===== src/rtl/hsv_pkg.sv =====
// Shared constants and types for the HSV to RGB color converter.
package hsv_pkg;

  // Input and output field widths
  localparam int HUE_W  = 15;
  localparam int FRAC_W = 13;
  localparam int CHAN_W = 8;
  localparam int REM_W  = 12;
  localparam int SEC_W  = 4;

  localparam int IN_TDATA_W  = 48;
  localparam int OUT_TDATA_W = 24;

  // Hue geometry in 1/64 degree units
  localparam logic [HUE_W-1:0] HUE_SECTOR = 15'd3840;
  localparam logic [HUE_W-1:0] HUE_FULL   = 15'd23040;
  localparam int               NUM_SECT_BOUNDS = 8;

  // x / 3840 = (x >> 8) / 15, the division by 15 done as a reciprocal multiply
  localparam int          PRE_SHIFT   = 8;
  localparam int          RECIP_SHIFT = 28;
  localparam int          RECIP_W     = 25;
  localparam logic [RECIP_W-1:0] RECIP_MUL = 25'd17895698;

  localparam logic [CHAN_W:0] CHAN_SCALE = 9'd255;

  typedef logic [SEC_W-1:0] sector_t;

  // Sector codes for five of the six 60 degree spans
  localparam sector_t SEC_RED_YEL = 4'd0;
  localparam sector_t SEC_YEL_GRN = 4'd1;
  localparam sector_t SEC_GRN_CYN = 4'd2;
  localparam sector_t SEC_CYN_BLU = 4'd3;
  localparam sector_t SEC_BLU_MAG = 4'd4;

endpackage


===== src/rtl/hsv_to_rgb_converter.sv =====
// HSV to RGB color converter: six-stage pipeline, one color per clock unless stalled.
// An accepted request moves through every stage register in turn before out_tvalid.
// Throughput: one request per clock unless the output stalls; multipliers sit in
// stages 2, 3, 5 and 6 (recip multiply for hue fraction, then brightness products).
// The whole pipeline stalls together while the output register is held.
// Reset (rst_n low, synchronous) clears all stage valid bits; data is not reset.
module hsv_to_rgb_converter
  import hsv_pkg::*;
#(
  parameter int UNIT_BITS = 12
) (
  input  logic                   clk,
  input  logic                   rst_n,
  input  logic                   in_tvalid,
  output logic                   in_tready,
  // [14:0] hue, [27:15] saturation, [40:28] brightness, [47:41] zero
  input  logic [IN_TDATA_W-1:0]  in_tdata,
  output logic                   out_tvalid,
  input  logic                   out_tready,
  // [7:0] red, [15:8] green, [23:16] blue
  output logic [OUT_TDATA_W-1:0] out_tdata
);

  localparam int CW   = UNIT_BITS + 1;
  localparam int XW   = (CW > FRAC_W) ? CW : FRAC_W;
  localparam int PW   = CW + REM_W;
  localparam int YW   = PW - PRE_SHIFT;
  localparam int RPW  = YW + RECIP_W;
  localparam int NUM_STAGES = 6;

  localparam logic [CW-1:0] UNIT   = CW'(1) << UNIT_BITS;
  localparam logic [XW-1:0] UNIT_X = XW'(1) << UNIT_BITS;

  logic [NUM_STAGES-1:0] vld_r;
  logic                  en;

  assign en        = !vld_r[NUM_STAGES-1] || out_tready;
  assign in_tready = en;

  always_ff @(posedge clk) begin
    if (!rst_n) begin
      vld_r <= '0;
    end else if (en) begin
      vld_r <= {vld_r[NUM_STAGES-2:0], in_tvalid};
    end
  end

  // Stage 1: clamp, wrap full turn, split hue into sector and remainder
  logic [HUE_W-1:0]  hue_in, hue_w;
  logic [XW-1:0]     sat_x, bri_x;
  logic [CW-1:0]     s1_s_nxt, s1_v_nxt;
  sector_t           s1_sec_nxt;
  logic [REM_W-1:0]  s1_rem_nxt;
  logic [CW-1:0]     s1_s_r, s1_v_r;
  sector_t           s1_sec_r;
  logic [REM_W-1:0]  s1_rem_r;

  always_comb begin
    sector_t sec;
    hue_in = in_tdata[HUE_W-1:0];
    sat_x  = XW'(in_tdata[HUE_W +: FRAC_W]);
    bri_x  = XW'(in_tdata[HUE_W+FRAC_W +: FRAC_W]);
    s1_s_nxt = (sat_x > UNIT_X) ? UNIT : CW'(sat_x);
    s1_v_nxt = (bri_x > UNIT_X) ? UNIT : CW'(bri_x);
    hue_w = (hue_in == HUE_FULL) ? '0 : hue_in;
    sec = '0;
    for (int k = 1; k <= NUM_SECT_BOUNDS; k++) begin
      if (hue_w >= HUE_W'(k * HUE_SECTOR)) sec = sec + sector_t'(1);
    end
    s1_sec_nxt = sec;
    s1_rem_nxt = REM_W'(hue_w - HUE_W'(sec * HUE_SECTOR));
  end

  always_ff @(posedge clk) begin
    if (en) begin
      s1_s_r   <= s1_s_nxt;
      s1_v_r   <= s1_v_nxt;
      s1_sec_r <= s1_sec_nxt;
      s1_rem_r <= s1_rem_nxt;
    end
  end

  // Stage 2: saturation times hue fraction and its complement
  logic [PW-1:0] s2_fr_nxt, s2_fc_nxt;
  logic [PW-1:0] s2_fr_r, s2_fc_r;
  logic [CW-1:0] s2_ns_r, s2_v_r;
  sector_t       s2_sec_r;

  assign s2_fr_nxt = PW'(s1_s_r) * PW'(s1_rem_r);
  assign s2_fc_nxt = PW'(s1_s_r) * PW'(REM_W'(HUE_SECTOR) - s1_rem_r);

  always_ff @(posedge clk) begin
    if (en) begin
      s2_fr_r  <= s2_fr_nxt;
      s2_fc_r  <= s2_fc_nxt;
      s2_ns_r  <= UNIT - s1_s_r;
      s2_v_r   <= s1_v_r;
      s2_sec_r <= s1_sec_r;
    end
  end

  // Stage 3: divide by one sector width through the reciprocal
  logic [RPW-1:0] s3_fr_nxt, s3_fc_nxt;
  logic [RPW-1:0] s3_fr_r, s3_fc_r;
  logic [CW-1:0]  s3_ns_r, s3_v_r;
  sector_t        s3_sec_r;

  assign s3_fr_nxt = RPW'(s2_fr_r[PW-1:PRE_SHIFT]) * RPW'(RECIP_MUL);
  assign s3_fc_nxt = RPW'(s2_fc_r[PW-1:PRE_SHIFT]) * RPW'(RECIP_MUL);

  always_ff @(posedge clk) begin
    if (en) begin
      s3_fr_r  <= s3_fr_nxt;
      s3_fc_r  <= s3_fc_nxt;
      s3_ns_r  <= s2_ns_r;
      s3_v_r   <= s2_v_r;
      s3_sec_r <= s2_sec_r;
    end
  end

  // Stage 4: complement factors for q and t
  logic [CW-1:0] s4_nq_r, s4_nt_r, s4_ns_r, s4_v_r;
  sector_t       s4_sec_r;

  always_ff @(posedge clk) begin
    if (en) begin
      s4_nq_r  <= UNIT - s3_fr_r[RECIP_SHIFT +: CW];
      s4_nt_r  <= UNIT - s3_fc_r[RECIP_SHIFT +: CW];
      s4_ns_r  <= s3_ns_r;
      s4_v_r   <= s3_v_r;
      s4_sec_r <= s3_sec_r;
    end
  end

  // Stage 5: p, q, t as brightness products
  logic [2*CW-1:0] pm, qm, tm;
  logic [CW-1:0]   s5_p_r, s5_q_r, s5_t_r, s5_v_r;
  sector_t         s5_sec_r;

  assign pm = (2*CW)'(s4_v_r) * (2*CW)'(s4_ns_r);
  assign qm = (2*CW)'(s4_v_r) * (2*CW)'(s4_nq_r);
  assign tm = (2*CW)'(s4_v_r) * (2*CW)'(s4_nt_r);

  always_ff @(posedge clk) begin
    if (en) begin
      s5_p_r   <= pm[UNIT_BITS +: CW];
      s5_q_r   <= qm[UNIT_BITS +: CW];
      s5_t_r   <= tm[UNIT_BITS +: CW];
      s5_v_r   <= s4_v_r;
      s5_sec_r <= s4_sec_r;
    end
  end

  // Stage 6: pick channels by sector and scale to bytes.
  // Zero saturation needs no special arm: p, q and t all equal v then.
  logic [CW-1:0]   r_x, g_x, b_x;
  logic [CW+8:0]   r_m, g_m, b_m;
  logic [OUT_TDATA_W-1:0] out_tdata_r;

  always_comb begin
    case (s5_sec_r)
      SEC_RED_YEL: begin r_x = s5_v_r; g_x = s5_t_r; b_x = s5_p_r; end
      SEC_YEL_GRN: begin r_x = s5_q_r; g_x = s5_v_r; b_x = s5_p_r; end
      SEC_GRN_CYN: begin r_x = s5_p_r; g_x = s5_v_r; b_x = s5_t_r; end
      SEC_CYN_BLU: begin r_x = s5_p_r; g_x = s5_q_r; b_x = s5_v_r; end
      SEC_BLU_MAG: begin r_x = s5_t_r; g_x = s5_p_r; b_x = s5_v_r; end
      default:     begin r_x = s5_v_r; g_x = s5_p_r; b_x = s5_q_r; end
    endcase
    r_m = (CW+9)'(r_x) * (CW+9)'(CHAN_SCALE);
    g_m = (CW+9)'(g_x) * (CW+9)'(CHAN_SCALE);
    b_m = (CW+9)'(b_x) * (CW+9)'(CHAN_SCALE);
  end

  always_ff @(posedge clk) begin
    if (en) begin
      out_tdata_r <= {b_m[UNIT_BITS +: CHAN_W], g_m[UNIT_BITS +: CHAN_W],
                      r_m[UNIT_BITS +: CHAN_W]};
    end
  end

  assign out_tvalid = vld_r[NUM_STAGES-1];
  assign out_tdata  = out_tdata_r;

  // A stall freezes every stage's valid bit
  a_stall_holds: assert property (@(posedge clk) disable iff (!rst_n)
    !en |=> $stable(vld_r))
    else $error("pipeline moved during stall");

  // An accepted request occupies the first stage next cycle
  a_accept_enters: assert property (@(posedge clk) disable iff (!rst_n)
    (in_tvalid && in_tready) |=> vld_r[0])
    else $error("accepted request not captured");

  // Fraction products never exceed saturation, so q and t factors stay no lower than p's
  a_frac_bound: assert property (@(posedge clk) disable iff (!rst_n)
    vld_r[3] |-> (s4_nq_r >= s4_ns_r) && (s4_nt_r >= s4_ns_r))
    else $error("hue fraction exceeds saturation");

  a_p_smallest: assert property (@(posedge clk) disable iff (!rst_n)
    vld_r[4] |-> (s5_p_r <= s5_q_r) && (s5_p_r <= s5_t_r) && (s5_q_r <= s5_v_r))
    else $error("p, q, t ordering broken");

endmodule


===== config.mk =====
export PLATFORM = sky130hd
export DESIGN_NAME = hsv_to_rgb_converter
export DESIGN_NICKNAME = d
export VERILOG_FILES = /design/src/rtl/hsv_pkg.sv /design/src/rtl/hsv_to_rgb_converter.sv
export SDC_FILE = /design/constraint.sdc
export NUM_CORES = 2
export LEC_CHECK = 0
export ABC_AREA = 1
export ABC_CLOCK_PERIOD_IN_PS = 12900
export BUFFER_PORTS_ARGS = -buffer_cell sky130_fd_sc_hd__buf_2
export CORE_UTILIZATION = 57
export CTS_BUF_LIST = sky130_fd_sc_hd__clkbuf_4 sky130_fd_sc_hd__clkbuf_8
export DETAILED_ROUTE_END_ITERATION = 6
export PLACE_DENSITY = 0.75
export SYNTH_ARGS = -nofsm -noshare
export SYNTH_HDL_FRONTEND = slang
export SYNTH_SLANG_ARGS = --single-unit

===== constraint.sdc =====
create_clock -name clk -period 12.9 [get_ports clk]
set_input_delay 1.935 -clock clk [delete_from_list [all_inputs] [get_ports clk]]
set_output_delay 1.935 -clock clk [all_outputs]
set_load 0.01 [all_outputs]

==> flow_summary.yaml <==
yosys:
  ys.flop_type: "edfxtp_1"
  synthCells: 5563
  synth-simple-area-share_pct: 12.4
  yosysTopAreaCellShare_pct: 32.7
  async_flop_share_pct: 0
  synth_mux_area_share_pct: 0
  synth_edf_count: 298
  synth.distinct_cells: 53
  synth_compound_area_share_pct: 4.72
  synthAdderAreaFrac_pct: 49.0
  yosys.cell_count.top_type: "inv_1"
  syn-mean-instance-area_um2: 9.02
  synth_top_family_by_area: "adder cells"
  yosys_register_bits: 304
  yosysSeqAreaShare_pct: 18.1
  yosysWarnings: 0
  yosys-top-cells-count: "inv_1, nand2_1, fa_1, ha_1, edfxtp_1"
  syn-cell-area_um2: 50200
  syn_nets: 7088
  yosys.area.top_type: "fa_1"
  synth.area.top_cells: "fa_1, edfxtp_1, ha_1"
  synthXorXnorAreaFrac_pct: 3.39
clock_tree:
  cts_tree: "built"
  cts.path.max_buffers: 3
  cts_made_buffers: 53
  h-tree-depth: 2
  clkSinkCount: 304
  cts_post_setup_buffers_inserted: 0
  clk_pin_slew_ns: 0.06
  root_buffer: "clkbuf_8"
  cts-resized-gates: 0
  clock_latency_ns: 0.70
  cts-hold-fix-buffers: 0
finish:
  fillers: 7317
  drive_gt1_share_pct: 4.48
  num-nets-final: 7080
  final_util_pct: 60.5
  synthToLayoutAreaGrowth_pct: 4.98
worst_setup_path:
  cp.required_ns: 13.33
  worstSetupPathDepth: 34
  rr_startpoint: "s1_rem_r[0]"
  r2r-end: "s2_fc_r[24]"
  crit_top_cell: "inv_1"
  crit_fanout: 13
  path_class: "register to register"
  startpoint: "s1_rem_r[0]"
  cp-end-kind: "register"
  reg2reg_depth: 34
  r2r_slack_ns: 5.01
  crit_family: "adder cells"
  slowest_delay_ns: 0.54
  crit_path_end: "s2_fc_r[24]"
  crit_slowest_cell: "edfxtp_1"
  cp.arrival_ns: 8.32
  crit_buf_inv: 7
  startpoint_type: "register"
hold_path:
  hp-class: "register to register"
grt:
  grt_max_degree: 89
  grt.overflow.total: 0
  antenna_found_initial: 1
  grt_pass1_vias: 37700
  grt_pass1_wl_um: 179000
  grt.total_usage_pct: 24.6
sta:
  timing_max_transition_violations_final: 0
  worstMarginPinSlew_ns: 1.24
  finalCritPeriodShare_pct: 61.2
  final_hold_viol_count: 0
  min_period_ns: 7.89
  clock_skew_ns: 0.0548
  relSlewSlack_pct: 16.3
  finalSetupTns_ns: 0
  finalSetupViolations: 0
  fmax_mhz: 127
  rsz0062_at_grt: "false"
place:
  finalWeightedCongestion: 0.916
  io_buffers: 70
  dp_hpwl_um: 82700
die:
  initial_utilization_pct: 57.7
  boundaryPins: 78
  row_count: 108
  dieArea_um2: 89200
  die_y_um: 299
  core-area_um2: 87000
  die_width_um: 299
drt:
  first_pass_iters: 6
  drc: 0
  drt_iter0_markers: 2085
  ant_nets: 0
  wl_um: 105000
  dr_total_vias: 35500
  avgRoutedWirePerCell_um: 15.6
  viasPerCell: 5.26
outcome:
  status: "completed"
flow_run:
  maxCapViolations: 0
## final cells by class
cell class                      count  area, um2  share of cell area [%]
Sequential cell                   304       9070                    17.2
Antenna cell                        1       2.50                 0.00475
Clock buffer                       64        812                    1.54
Multi-Input combinational cell   3595      34900                    66.2
Timing Repair Buffer              108        636                    1.21
Inverter                         1493       5610                    10.7
Clock inverter                     33        243                   0.461
Tap cell                         1155       1450                    2.74
## worst min-delay path by stage
stage | from | to | slack [ns] | cells past startpoint
floorplan | s1_sec_r[0] | s2_sec_r[0] | 0.40 | 0
global placement | s2_ns_r[4] | s3_ns_r[4] | 0.40 | 0
detailed placement | s1_v_r[6] | s2_v_r[6] | 0.40 | 0
CTS | s3_sec_r[3] | s4_sec_r[3] | 0.35 | 0
global route | s2_sec_r[2] | s3_sec_r[2] | 0.37 | 0
finish | s3_sec_r[3] | s4_sec_r[3] | 0.37 | 0
## logic make-up (layout without fill, tap and decap cells)
kind of cell / Yosys count / after routing
fa+ha+maj: 1473 / 1473
other cells: 0 / 1
compound gates: 406 / 406
simple gates: 1522 / 1522
flops: 304 / 304
xor+xnor: 194 / 194
buf+inv: 1664 / 1698
## flip-flops by register name, summed over array words and instances (netlist names), 6 cells and up
signal / count
out_tdata: 24
s2_fc_r: 17
s2_fr_r: 17
s1_s_r: 13
s1_v_r: 13
s2_ns_r: 13
s2_v_r: 13
s3_fc_r: 13
s3_fr_r: 13
s3_ns_r: 13
s3_v_r: 13
s4_nq_r: 13
s4_ns_r: 13
s4_nt_r: 13
s4_v_r: 13
s5_p_r: 13
s5_q_r: 13
s5_t_r: 13
s5_v_r: 13
s1_rem_r: 12
vld_r: 6
## metrics by stage
step | hold slack, ns | instance area [um2] | instances | worst slack [ns]
after floorplan | 0.400 | 50200 | 5563 | 3.06
after global placement | 0.401 | 51600 | 6655 | 4.54
after detailed placement | 0.405 | 51600 | 6655 | 4.43
after CTS | 0.355 | 52700 | 6752 | 5.02
after global routing | 0.366 | 52700 | 6753 | 4.46
final | 0.373 | 52700 | 6753 | 5.01
## cells in the final DEF (no fill, tap or decap), types with 18 or more instances in the layout
| cell type | n |
|---|---|
| nand2_2 | 22 |
| buf_4 | 38 |
| a21o_1 | 18 |
| fa_1 | 819 |
| a21oi_1 | 184 |
| buf_2 | 70 |
| nand2_1 | 1073 |
| o2111ai_1 | 19 |
| nor2_1 | 240 |
| nor3_1 | 33 |
| clkbuf_8 | 53 |
| nand3_1 | 71 |
| o21ai_0 | 100 |
| edfxtp_1 | 298 |
| xnor2_1 | 57 |
| xor2_1 | 137 |
| ha_1 | 654 |
| nand4_1 | 31 |
| inv_1 | 1483 |
## routing by layer
layer  global-route usage, %  wire (um)
met1                    31.4      43800
met5                       0          0
met4                    7.52       3000
met3                    3.04       6290
met2                    43.5      52400
Power is left out: the tool's default activity adds up to more than one toggle a clock period on the data nets, which glitch-free logic cannot reach.
